===== src/gbm_pkg.sv =====
// Shared types, constants and a lookup function for the GBM path generator.
package gbm_pkg;

   localparam int FRAC_BITS = 24;
   localparam int MAX_STEPS = 4096;
   localparam int STEP_W    = 12;
   localparam int EXP_TERMS = 13;

   localparam logic [28:0] LOG2E_Q28 = 29'd387270501;
   localparam logic [29:0] LN2_Q30   = 30'd744261118;
   localparam logic [28:0] X_LIMIT   = 29'd385875968;
   localparam logic [30:0] DRIFT_CAP = 31'h4000_0000;
   localparam logic [30:0] ONE_Q30   = 31'h4000_0000;

   localparam logic [2:0] CSR_START_PRICE    = 3'd0;
   localparam logic [2:0] CSR_DRIFT_RATE     = 3'd1;
   localparam logic [2:0] CSR_VOLATILITY     = 3'd2;
   localparam logic [2:0] CSR_START_LEVEL    = 3'd3;
   localparam logic [2:0] CSR_TIME_STEP      = 3'd4;
   localparam logic [2:0] CSR_STEPS_PER_PATH = 3'd5;

   localparam logic [1:0] STATUS_OK        = 2'd0;
   localparam logic [1:0] STATUS_OVERFLOW  = 2'd1;
   localparam logic [1:0] STATUS_UNDERFLOW = 2'd2;

   typedef struct packed {
      logic signed [31:0] level;
      logic [STEP_W-1:0]  step;
      logic               last;
   } job_type;

   typedef enum logic [3:0] {
      ST_IDLE, ST_HALF, ST_TIME, ST_DRIFT_LO, ST_DRIFT_HI, ST_DIFF, ST_SUM,
      ST_LOG, ST_FRAC, ST_Z, ST_TERM_MUL, ST_TERM_DIV, ST_TERM_FIX, ST_SCALE, ST_OUT
   } back_state_type;

   // floor(2^32 / i) for the series divisors.
   function automatic logic [32:0] recip(input logic [3:0] i);
      logic [32:0] r;
      unique case (i)
         4'd1:    r = 33'd4294967296;
         4'd2:    r = 33'd2147483648;
         4'd3:    r = 33'd1431655765;
         4'd4:    r = 33'd1073741824;
         4'd5:    r = 33'd858993459;
         4'd6:    r = 33'd715827882;
         4'd7:    r = 33'd613566756;
         4'd8:    r = 33'd536870912;
         4'd9:    r = 33'd477218588;
         4'd10:   r = 33'd429496729;
         4'd11:   r = 33'd390451572;
         4'd12:   r = 33'd357913941;
         4'd13:   r = 33'd330382099;
         default: r = 33'd0;
      endcase
      return r;
   endfunction

endpackage


===== src/gbm_front.sv =====
// Request intake: tracks path level and step count, queues jobs for the back end.
module gbm_front (
   input  logic                            clock,
   input  logic                            reset,
   input  logic                            req_push,
   output logic                            req_full,
   input  logic signed [31:0]              req_increment,
   input  logic                            req_path_start,
   input  logic [31:0]                     start_level,
   input  logic [12:0]                     steps_per_path,
   output logic                            job_valid,
   output gbm_pkg::job_type                job,
   input  logic                            job_take
);

   logic signed [31:0]            level_ff, level_in;
   logic [gbm_pkg::STEP_W-1:0]    count_ff, count_in;
   gbm_pkg::job_type              queue_ff [2];
   logic                          wr_ptr_ff, wr_ptr_in, rd_ptr_ff, rd_ptr_in;
   logic [1:0]                    fill_ff, fill_in;

   logic                          accept;
   logic [12:0]                   steps_eff;
   logic [gbm_pkg::STEP_W-1:0]    k_cur;
   logic signed [31:0]            lvl_cur;
   logic                          last;
   logic signed [32:0]            sum;
   gbm_pkg::job_type              new_job;

   assign req_full  = (fill_ff == 2'd2);
   assign accept    = req_push && !req_full;
   assign job_valid = (fill_ff != 2'd0);
   assign job       = queue_ff[rd_ptr_ff];

   always_comb begin
      if (steps_per_path < 13'd2) begin
         steps_eff = 13'd2;
      end else if (steps_per_path > 13'(gbm_pkg::MAX_STEPS)) begin
         steps_eff = 13'(gbm_pkg::MAX_STEPS);
      end else begin
         steps_eff = steps_per_path;
      end
      k_cur   = req_path_start ? '0 : count_ff;
      lvl_cur = req_path_start ? $signed(start_level) : level_ff;
      last    = ({1'b0, k_cur} + 13'd1) >= steps_eff;
      sum     = {lvl_cur[31], lvl_cur} + {req_increment[31], req_increment};
      new_job.level = lvl_cur;
      new_job.step  = k_cur;
      new_job.last  = last;

      level_in = level_ff;
      count_in = count_ff;
      if (accept) begin
         if (last) begin
            level_in = $signed(start_level);
            count_in = '0;
         end else begin
            priority if (sum > 33'sd2147483647) begin
               level_in = 32'sh7FFF_FFFF;
            end else if (sum < -33'sd2147483648) begin
               level_in = 32'sh8000_0000;
            end else begin
               level_in = sum[31:0];
            end
            count_in = k_cur + 1'b1;
         end
      end

      wr_ptr_in = accept ? !wr_ptr_ff : wr_ptr_ff;
      rd_ptr_in = (job_take && job_valid) ? !rd_ptr_ff : rd_ptr_ff;
      fill_in   = fill_ff + {1'b0, accept} - {1'b0, job_take && job_valid};
   end

   always_ff @(posedge clock) begin
      if (reset) begin
         level_ff  <= '0;
         count_ff  <= '0;
         wr_ptr_ff <= 1'b0;
         rd_ptr_ff <= 1'b0;
         fill_ff   <= '0;
      end else begin
         level_ff  <= level_in;
         count_ff  <= count_in;
         wr_ptr_ff <= wr_ptr_in;
         rd_ptr_ff <= rd_ptr_in;
         fill_ff   <= fill_in;
      end
   end

   always_ff @(posedge clock) begin
      if (accept) begin
         queue_ff[wr_ptr_ff] <= new_job;
      end
   end

endmodule


===== config.mk =====
export PLATFORM = sky130hd
export DESIGN_NAME = gbm_front
export DESIGN_NICKNAME = d
export VERILOG_FILES = /design/src/gbm_pkg.sv /design/src/gbm_front.sv
export SDC_FILE = /design/constraint.sdc
export NUM_CORES = 1
export LEC_CHECK = 0
export ABC_AREA = 1
export ABC_CLOCK_PERIOD_IN_PS = 3600
export BUFFER_PORTS_ARGS = -buffer_cell sky130_fd_sc_hd__buf_2
export CORE_UTILIZATION = 53
export DETAILED_ROUTE_END_ITERATION = 10
export GPL_TIMING_DRIVEN = 0
export PLACE_DENSITY = 0.84
export REMOVE_ABC_BUFFERS = 1
export SKIP_LAST_GASP = 1
export SLEW_MARGIN = 20
export SYNTH_ARGS = -nofsm -noshare
export SYNTH_HDL_FRONTEND = slang
export SYNTH_SLANG_ARGS = --single-unit
export TNS_END_PERCENT = 50

===== constraint.sdc =====
create_clock -name clock -period 3.6 [get_ports clock]
set_clock_uncertainty 0.2 [all_clocks]
set_input_delay 0.54 -clock clock [delete_from_list [all_inputs] [get_ports clock]]
set_output_delay 0.54 -clock clock [all_outputs]
set_load 0.01 [all_outputs]

==> metrics.md, run 1 <==
| Metric | Value |
|---|---|
| Post-synthesis register bit count | roughly 140 |
| Final Cycle Share | 1.00 |
| Final ANT Viol Nets | 0 |
| CP Launch Type | flip-flop |
| RePlAce Congestion | 0.914 |
| Die X | approximately 130 um |
| Top sig layer | met4 |
| Synth warnings | 0 |
| Hold bufs inserted after CTS | 0 |
| WL/cell | 16.7 um |
| VDD IR-drop max | roughly 0.37 mV |
| Clock H-tree levels | 4 |
| Clk pin slew, worst setup/hold paths | around 0.060 ns |
| Area Growth Syn to Fin | 24.2% |
| Top cell by count, worst path | a21oi_2 |
| Tightest Pin Transition | around 0.77 ns |
| First-pass GRT wire length | 38000 um |
| Pwr Total | roughly 6.4 mW |
| Mean Syn Cell Area | around 8 um2 |
| Worst path max stage delay | between 0.3 and 0.4 ns |
| Commonest non-fill, non-tap cell in the layout | nand2_1 |
| Final wirelength | 25000 um |
| DIE HEIGHT | 132 um |
| Rows | 47 |
| Share of cells above drive strength 1 | 0.293 |
| WL met1 | about 10000 um |
| Post-layout util | 0.669 |
| Port buffer count | 128 |
| Post-route setup slack | -0.00156 ns |
| Worst rel slew slack | 0.487 |
| Filler Cell Count | between 1000 and 1500 |
| Netlist cell types | 38 |
| Commonest non-fill, non-tap cells in the layout | nand2_1, inv_1, buf_2 |
| Post-Synthesis Cells | approximately 1100 |
| Status | finished with violations |
| CP Max Fanout | 5 |
| Pwr dens | 580 nW/um2 |
| Total of max-cap violations | 0 |
| Final Slew Violations | 0 |
| Dpl cells | around 1400 |
| Grt ovf | 0 |
| Final instance area | ~11000 um2 |
| DRC marker count from the first detailed-route iteration | 620 |
| Pin count of the biggest net entering global routing | 46 |
| Vias in the first global route | 7802 |
| DR vias | between 8000 and 9000 |
| Met3 Routed Length | about 1700 um |
| Drt via density | 5.48 |
| Top cell type's share of synthesized area | 0.303 |
| CTS tree | done |
| Leak | around 5.2 nW |
| Worst EP arrival | about 3.7 ns |
| NumNets Final | approximately 1400 |
| Core area | between 15000 and 20000 um2 |
| Failing checks | setup timing |
| Tmin final | about 3.6 ns |
| CTS buffer count | 17 |
| CP Capture Type | flip-flop |
| Clk Latency, worst-skew pair | roughly 0.43 ns |
| Metal2 WL | about 12000 um |
| Critical Path RT | approximately 3.7 ns |
| CP Cell Sequence | inv_4, nor2_4, ha_2, inv_2, nor2_1, inv_1, nor2_2, nand3_2, nor2_4, nand3_4, xor2_2, ha_4, a21oi_2, o21ai_1, a21oi_2, nand3_4, buf_6, a21oi_4, buf_6, nand2_2, nand2_2, a21oi_2 |
| Post-DP HPWL | 16200 um |
| Yosys top cell by area | edfxtp_1 |
| WS Path Type | flip-flop to flip-flop |
| Boundary pin count | 129 |
| Die area | roughly 17000 um2 |
| Total Negative Setup Slacks | -0.00322 ns |
| Pre-CTS setup slack | -2.63 ns |
| DP Area | around 10000 um2 |
| GRT Total Usage | 0.281 |
| Synth area leaders | edfxtp_1, nand2_1, dfxtp_1 |
| HP Class | input pin to flip-flop |
| CTS Root Cell | clkbuf_16 |
| Max frequency | roughly 0.28 GHz |
| Sink Count | 139 |
| Seq/Total Area, Yosys | 0.413 |
| DRC viols | 0 |
| Worst hold slack | 0.223 ns |
| 1st-pass router iterations | 8 |
| Slowest cell on crit path | dfxtp_2 |
| RSZ-0062 raised after global routing | yes |
| Starting Density | 0.539 |
| Cell Area, Synth | 8910 um2 |
| Non-Filler Instances | ~1500 |
| Fin. Hold Viols | 0 |
| CTS max path bufs | 2 |
| Initial antenna violation count | 1 |
| Final setup fails | 3 |
cell type report:
cell class                      count  area (um2)  area share
Multi-Input combinational cell    810        4890       0.442
Sequential cell                   139        3690       0.334
Timing Repair Buffer              159        1100      0.0991
Inverter                          135         522      0.0472
Clock buffer                       18         429      0.0388
Tap cell                          220         275      0.0249
Clock inverter                     14         136      0.0123
Timing Repair inverter              2        17.5     0.00158
Antenna cell                        2        5.00    0.000452
final timing paths:
check / startpoint / endpoint / slack [ns] / depth (start not counted)
worst min register to register: count_ff[0] / count_ff[0] / 0.27 / 2
worst max register to register: count_ff[1] / level_ff[2] / -0.002 / 22
worst max-delay path: count_ff[1] / level_ff[2] / -0.002 / 22
worst min-delay path: start_level[31] / level_ff[31] / 0.22 / 3
metal layers:
metal	vias up	GRT usage
li1	3969	-
met1	3806	0.335
met2	359	0.488
met3	76	0.0540
met4	0	0.130
met5	-	0
kinds of logic (layout without fill, tap and decap cells):
kind of cell,Yosys count,count (layout),share of synthesized area
AO/OA/AOI/OAI,180,181,0.124
adder cells (fa/ha/maj),49,49,0.0696
other,0,2,0
flip-flops,139,139,0.413
buffers and inverters,172,328,0.0779
multiplexers,45,45,0.0569
AND/OR/NAND/NOR,509,510,0.234
XOR/XNOR,25,25,0.0246
cell usage after synthesis (all sizes together):
cell type	n
nand2	384
inv	135
a21oi	112
edfxtp	90
nor2	70
dfxtp	49
ha	48
o21ai	46
mux2	45
nand3	30
clkbuf	27
xor2	18
buf	10
o21bai	10
nor3	9
a22oi	7
xnor2	7
nor4	5
nand4	4
or2	4
a21o	2
and2	2
o21a	2
fa	1
nand3b	1
o41ai	1
flip-flops by register name, indices dropped and copies added (netlist names), named ones only:
name and flops:
fill_ff 2, queue_ff 90, count_ff 12, rd_ptr_ff 1, wr_ptr_ff 1, level_ff 32
critical path: cells and delay by family (launching register included):
family / cells / cell delay (ns)
AO/OA/AOI/OAI: 5 / 0.70
XOR/XNOR: 1 / 0.21
adder cells (fa/ha/maj): 2 / 0.43
buffers and inverters: 5 / 0.54
flip-flops: 1 / 0.36
AND/OR/NAND/NOR: 9 / 0.99
power breakdown:
part / leakage (nW) / internal (mW) / switching [mW] / total [mW]
clock network: 0.268 / 0.965 / 0.732 / 1.70
registers: 1.26 / 2.04 / 0.169 / 2.21
logic: 3.65 / 1.02 / 1.49 / 2.51
total: 5.18 / 4.03 / 2.39 / 6.41
timing repair:
item | in CTS | in global routing
gates resized for setup | 22 | 81
buffers inserted | 12 | 9
gates cloned | 3 | 4
pin swaps | 3 | 14
endpoints found under the setup margin | 46 | 46
No activity file was read; power rests on OpenSTA's default activity.
==> run 2: changes to the inputs <==
--- a/config.mk
+++ b/config.mk
@@ -11,7 +11,7 @@
 export CORE_UTILIZATION = 53
 export DETAILED_ROUTE_END_ITERATION = 10
 export GPL_TIMING_DRIVEN = 0
-export PLACE_DENSITY = 0.84
+export PLACE_DENSITY_LB_ADDON = 0.15
 export REMOVE_ABC_BUFFERS = 1
 export SKIP_LAST_GASP = 1
 export SLEW_MARGIN = 20
==> metrics.md, run 2 (same netlist as run 1, synthesis figures left out) <==
| Metric | Value |
|---|---|
| CP Capture Type | flip-flop |
| Final setup fails | 0 (-3) |
| WL/cell | 15.9 um (-4.4%) |
| Internal | 4.05 mW (+0.56%) |
| Leak | 5.15 nW (-0.57%) |
| Met1 Track Usage GR | 0.335 (about the same) |
| CP Max Fanout | 8 (+3) |
| DRC viols | 0 (unchanged) |
| 1st-pass router iterations | 5 (-3) |
| Vias in the first global route | 7394 (-5.2%) |
| Critical Path RT | 3.68 ns (about the same) |
| Post-layout util | 0.661 (-0.00863) |
| Grt ovf | 0 (unchanged) |
| Final Cycle Share | 0.967 (-0.0331) |
| DRC marker count from the first detailed-route iteration | 437 (-30%) |
| Final Slew Violations | 0 (unchanged) |
| DR vias | 7830 (-4.6%) |
| Commonest non-fill, non-tap cells in the layout | nand2_1, inv_1, buf_2 |
| CTS tree | done |
| Pin count of the biggest net entering global routing | 46 (unchanged) |
| Worst rel slew slack | 0.497 (+0.00991) |
| Crit path depth | 21 (-4.5%) |
| CTS max path bufs | 2 (unchanged) |
| Sequential share of power | 0.349 (+0.005) |
| Max frequency | 0.287 GHz (+3.4%) |
| Area Growth Syn to Fin | 22.6% |
| Status | completed |
| CP Launch Point | count_ff[0] |
| CP Cell Sequence | inv_2, nor2_4, ha_1, inv_1, nor2_2, inv_2, nor2_4, nand3_4, nor2_4, nand3_4, nor3_2, ha_1, nand2_2, o21ai_1, a21oi_2, nand3_4, a21oi_4, buf_6, nand2_2, nand2_1, a21oi_2 |
| Reg2Reg Depth | 21 (-4.5%) |
| Post-DP HPWL | 15600 um (-3.8%) |
| GRT Max-Usage Layer | met2 |
| Reg2reg start | count_ff[0] |
| NetSw | 2.26 mW (-5.1%) |
| Regs by FF count | queue_ff x90, level_ff x32, count_ff x12 |
| RSZ-0062 raised after global routing | yes |
| Rows | 47 (unchanged) |
| Clock H-tree levels | 4 (unchanged) |
| NumNets Final | 1390 (-0.36%) |
| Core area | 16500 um2 (unchanged) |
| Port buffer count | 128 (unchanged) |
| GR Util met3 | 0.0498 (-0.00424) |
| Tmin final | 3.48 ns (-0.119 ns) |
| GRT Total Usage | 0.271 (-0.00994) |
| Starting Density | 0.539 (unchanged) |
| Buf/Inv on CP | 4 (-1) |
| Clock share of power | 0.273 (+0.008) |
| Initial antenna violation count | 0 (-1) |
| VDD IR-drop max | 0.366 mV (-0.53%) |
| Die area | 17300 um2 (unchanged) |
| Final ANT Viol Nets | 0 (unchanged) |
| Slowest cell on crit path | dfxtp_2 |
| CP Launch Type | flip-flop |
| Final wirelength | 23700 um (-4.9%) |
| Biggest register | queue_ff |
| DIE HEIGHT | 132 um (unchanged) |
| FF-to-FF setup slack | 0.12 ns (+0.12 ns) |
| Worst EP arrival | 3.57 ns (-0.11 ns) |
| WS Path Type | flip-flop to flip-flop |
| Crit path to | level_ff[0] |
| Drt via density | 5.25 (-4.2%) |
| Total of max-cap violations | 0 (unchanged) |
| RePlAce Congestion | 0.913 (about the same) |
| Boundary pin count | 129 (unchanged) |
| HP Class | input pin to flip-flop |
| Antenna cells | 0 (-2) |
| Pwr dens | 578 nW/um2 (-0.26%) |
| Die X | 132 um (unchanged) |
| Worst R2R End | level_ff[0] |
| Cell family with most CP delay | simple AND/OR/NAND/NOR gates |
| Fin. Hold Viols | 0 (unchanged) |
| Share of cells above drive strength 1 | 0.265 (-0.0279) |
| Net Sw Frac | 0.359 (-0.0134) |
| CTS Root Cell | clkbuf_16 |
| Met2 Use GR | 0.473 (-0.0153) |
| Total Negative Setup Slacks | 0 ns (+0.00322 ns) |
| Clk pin slew, worst setup/hold paths | 0.06 ns (about the same) |
| Commonest non-fill, non-tap cell in the layout | nand2_1 |
| Clk Latency, worst-skew pair | 0.43 ns (about the same) |
| Sink Count | 139 (unchanged) |
| Tightest Pin Transition | 0.755 ns (-0.0149 ns) |
| First-pass GRT wire length | 36500 um (-4.1%) |
| CTS buffer count | 17 (unchanged) |
| Worst path max stage delay | 0.34 ns (-0.02 ns) |
| Combinational power share | 0.378 (-0.013) |
| Number of flip-flops in the largest register | 90 (unchanged) |
## run 2: cell types whose count changed in the layout (fill, tap and decap cells not counted), sizes merged
cell	previous run	this run
buf	157	154
bufinv	1	2
diode	2	0
clkinv	3	4
clkbuf	20	19
inv	143	140
## run 2: worst min path at each step
stage / start / to / cells after the start
floorplan: rd_ptr_ff / flip-flop / 1
detailed placement: rd_ptr_ff / flip-flop / 1
finish: start_level[31] / level_ff[31] / 3
global placement: rd_ptr_ff / rd_ptr_ff / 1
CTS: start_level[31] / level_ff[31] / 3
global route: start_level[31] / level_ff[31] / 3
## run 2: power groups by stage
stage                     clock network [mW]  registers [mW]  logic (mW)
after global placement                     0            2.25        2.15
after floorplan                            0            2.19        1.57
after detailed placement                   0            2.23        2.25
final                                   1.72            2.20        2.39
after CTS                               1.75            2.20        2.34
after global routing                    1.81            2.24        2.63
## run 2: worst register-to-register path, cell delays in order, from the launching register on
cell and delay [ns]:
dfxtp_2 0.34, inv_2 0.07, nor2_4 0.12, ha_1 0.15, inv_1 0.06, nor2_2 0.10, inv_2 0.07, nor2_4 0.14
nand3_4 0.10, nor2_4 0.15, nand3_4 0.12, nor3_2 0.18, ha_1 0.28, nand2_2 0.12, o21ai_1 0.11, a21oi_2 0.19
nand3_4 0.22, a21oi_4 0.23, buf_6 0.18, nand2_2 0.06, nand2_1 0.09, a21oi_2 0.06
## run 2: area by class of cell
cell class	instances	area (um2)
sequential	139	3690
multi-input combinational	810	4810
inverter	135	519
timing repair buffer	154	1040
clock buffer	19	433
timing repair inverter	2	17.5
clock inverter	13	143
tap	220	275
fill	1374	5600
## run 2: what timing repair did
item                       in CTS  in global routing
hold buffers                    0                  0
pin swaps                       4                 13
buffers inserted               11                  8
gates cloned                    3                  1
resized for setup              24                 37
setup endpoints to repair      46                 46
## run 2: per-layer routing
layer  wire (um)  up-vias  share of wire
li1            -     3953              -
met1       10400     3609           0.44
met2       11800      226           0.50
met3        1030       42          0.043
met4         504        0          0.021
met5           0        -              0
## run 2: stage by stage
stage	power, mW	cell area (um2)	hold slack [ns]	std cells	setup slack (ns)
finish	6.31	10900	0.217	1492	0.118
global route	6.68	10900	0.213	1492	-0.0866
CTS	6.29	10700	0.202	1483	0.000564
detailed placement	4.48	9860	0.247	1437	-2.75
global placement	4.40	9640	0.239	1430	-6.86
floorplan	3.76	8720	0.225	1082	-2.25
==> run 3: changes to the inputs <==
--- a/config.mk
+++ b/config.mk
@@ -8,7 +8,7 @@
 export ABC_AREA = 1
 export ABC_CLOCK_PERIOD_IN_PS = 3600
 export BUFFER_PORTS_ARGS = -buffer_cell sky130_fd_sc_hd__buf_2
-export CORE_UTILIZATION = 53
+export CORE_UTILIZATION = 40
 export DETAILED_ROUTE_END_ITERATION = 10
 export GPL_TIMING_DRIVEN = 0
 export PLACE_DENSITY_LB_ADDON = 0.15
==> metrics.md, run 3 (same netlist as run 1, synthesis figures left out) <==
| Metric | Value |
|---|---|
| Status | completed |
| DRC viols | 0 (unchanged) |
| Initial antenna violation count | 0 (unchanged) |
| CTS max path bufs | 2 (unchanged) |
| Fin. Hold Viols | 0 (unchanged) |
| Biggest register | queue_ff |
| RePlAce Congestion | 0.875 (-4.1%) |
| Final Cycle Share | 0.951 (-0.0161) |
| Area Growth Syn to Fin | 25.2% |
| Final Slew Violations | 0 (unchanged) |
| Post-route setup slack | 0.176 ns (+0.0579 ns) |
| CP Launch Type | flip-flop |
| WL/cell | 15.9 um (-0.14%) |
| Hold bufs inserted after CTS | 0 (unchanged) |
| Post-DP HPWL | 16600 um (+6.4%) |
| Worst rel slew slack | 0.492 (-0.00472) |
| Tmin final | 3.42 ns (-0.0579 ns) |
| DRC marker count from the first detailed-route iteration | 348 (-20%) |
| CP Max Fanout | 6 (-2) |
| Pre-CTS setup slack | -2.91 ns (-0.151 ns) |
| Commonest non-fill, non-tap cell in the layout | nand2_1 |
| Boundary pin count | 129 (unchanged) |
| CTS Root Cell | clkbuf_16 |
| Pin count of the biggest net entering global routing | 46 (unchanged) |
| Post-layout util | 0.511 (-0.150) |
| DR vias | 7713 (-1.5%) |
| Pwr Total | 6.40 mW (+1.4%) |
| Final ANT Viol Nets | 0 (unchanged) |
| Die X | 151 um (+15%) |
| Commonest non-fill, non-tap cells in the layout | nand2_1, inv_1, buf_2 |
| Vias in the first global route | 7420 (+0.35%) |
| FF-to-FF setup slack | 0.18 ns (+0.06 ns) |
| First-pass GRT wire length | 37900 um (+4.0%) |
| Max frequency | 0.292 GHz (+1.7%) |
| Final setup fails | 0 (unchanged) |
| Die area | 22900 um2 (+32%) |
| Clock H-tree levels | 4 (unchanged) |
| CP Capture Type | flip-flop |
| Starting Density | 0.408 (-0.131) |
| Drt via density | 4.93 (-6.0%) |
| 1st-pass router iterations | 5 (unchanged) |
| HP Class | input pin to flip-flop |
| CTS tree | done |
| Critical Path RT | 3.69 ns (about the same) |
| Rows | 54 (+15%) |
| Share of cells above drive strength 1 | 0.275 (+0.0102) |
| Tightest Pin Transition | 0.762 ns (+0.00708 ns) |
| Worst EP arrival | 3.51 ns (-0.06 ns) |
| Clk Latency, worst-skew pair | 0.44 ns (about the same) |
| CTS buffer count | 17 (unchanged) |
| Grt ovf | 0 (unchanged) |
| DIE HEIGHT | 151 um (+15%) |
| WS Path Type | flip-flop to flip-flop |
| Total Negative Setup Slacks | 0 ns (unchanged) |
| Final wirelength | 24800 um (+4.6%) |
| Pwr dens | 574 nW/um2 (-0.69%) |
| Regs by FF count | queue_ff x90, level_ff x32, count_ff x12 |
| VDD IR-drop max | 0.355 mV (-2.9%) |
| GRT Total Usage | 0.222 (-0.0497) |
| Total of max-cap violations | 0 (unchanged) |
| Clk pin slew, worst setup/hold paths | 0.06 ns (about the same) |
| Port buffer count | 128 (unchanged) |
| Core area | 21800 um2 (+32%) |
| Sink Count | 139 (unchanged) |
| Number of flip-flops in the largest register | 90 (unchanged) |
| NumNets Final | 1401 (+0.79%) |
| Antenna cells | 0 (unchanged) |
| Leak | 5.21 nW (+1.2%) |
==> run 3: worst paths after layout <==
kind | from | endpoint | depth (start not counted)
worst max-delay path | count_ff[1] | level_ff[1] | 22
worst min-delay path | start_level[31] | level_ff[31] | 3
worst max register to register | count_ff[1] | level_ff[1] | 22
worst min register to register | rd_ptr_ff | flip-flop | 1
==> run 3: where the power goes <==
part	total, mW	leakage (nW)	switching [mW]	internal [mW]
registers	2.20	1.26	0.161	2.04
logic	2.40	3.67	1.40	1.00
clock network	1.80	0.278	0.765	1.04
==> run 3: final cells by class <==
cell class	instances	area (um2)
timing repair inverter	2	17.5
multi-input combinational	810	4840
inverter	135	519
clock inverter	14	161
sequential	139	3690
timing repair buffer	165	1150
tap	280	350
fill	2115	10700
clock buffer	18	429
==> run 3: layer usage <==
metal / wire length [um] / vias up / part of all wire / GRT usage
met2: 11800 / 165 / 0.47 / 0.379
met3: 1030 / 26 / 0.041 / 0.0337
met4: 385 / 0 / 0.015 / 0.0720
met5: 0 / - / 0 / 0
li1: - / 3968 / - / -
met1: 11700 / 3554 / 0.47 / 0.284
==> run 3: worst max-delay path, stage by stage (launching register included) <==
cell,delay [ns]
dfxtp_2,0.33
inv_2,0.05
nor2_4,0.14
ha_4,0.14
inv_1,0.05
nor2_2,0.09
inv_2,0.06
nor2_4,0.11
nand3_4,0.10
nor2_4,0.14
nand3_4,0.11
nor3_2,0.21
ha_1,0.29
a21oi_2,0.17
o21ai_2,0.07
a21oi_2,0.18
nand3_4,0.10
buf_6,0.16
a21oi_4,0.20
clkbuf_16,0.21
nand2_2,0.04
nand2_1,0.06
a21oi_2,0.05
==> run 3: repair_timing <==
item,4_1_cts,5_1_grt
cloned,3,2
gates resized for setup,25,45
setup endpoints to repair,46,46
pin swaps,5,16
setup buffers,17,11
endpoints found under the hold margin,0,0
==> run 3: through the flow <==
step           std cells  instance area, um2  hold WS (ns)
2_1_floorplan       1082                8720         0.225
3_3_place_gp        1490                9710         0.233
3_5_place_dp        1498                9940         0.237
4_1_cts             1550               10800         0.207
5_1_grt             1563               11200         0.220
6_report            1563               11200         0.216
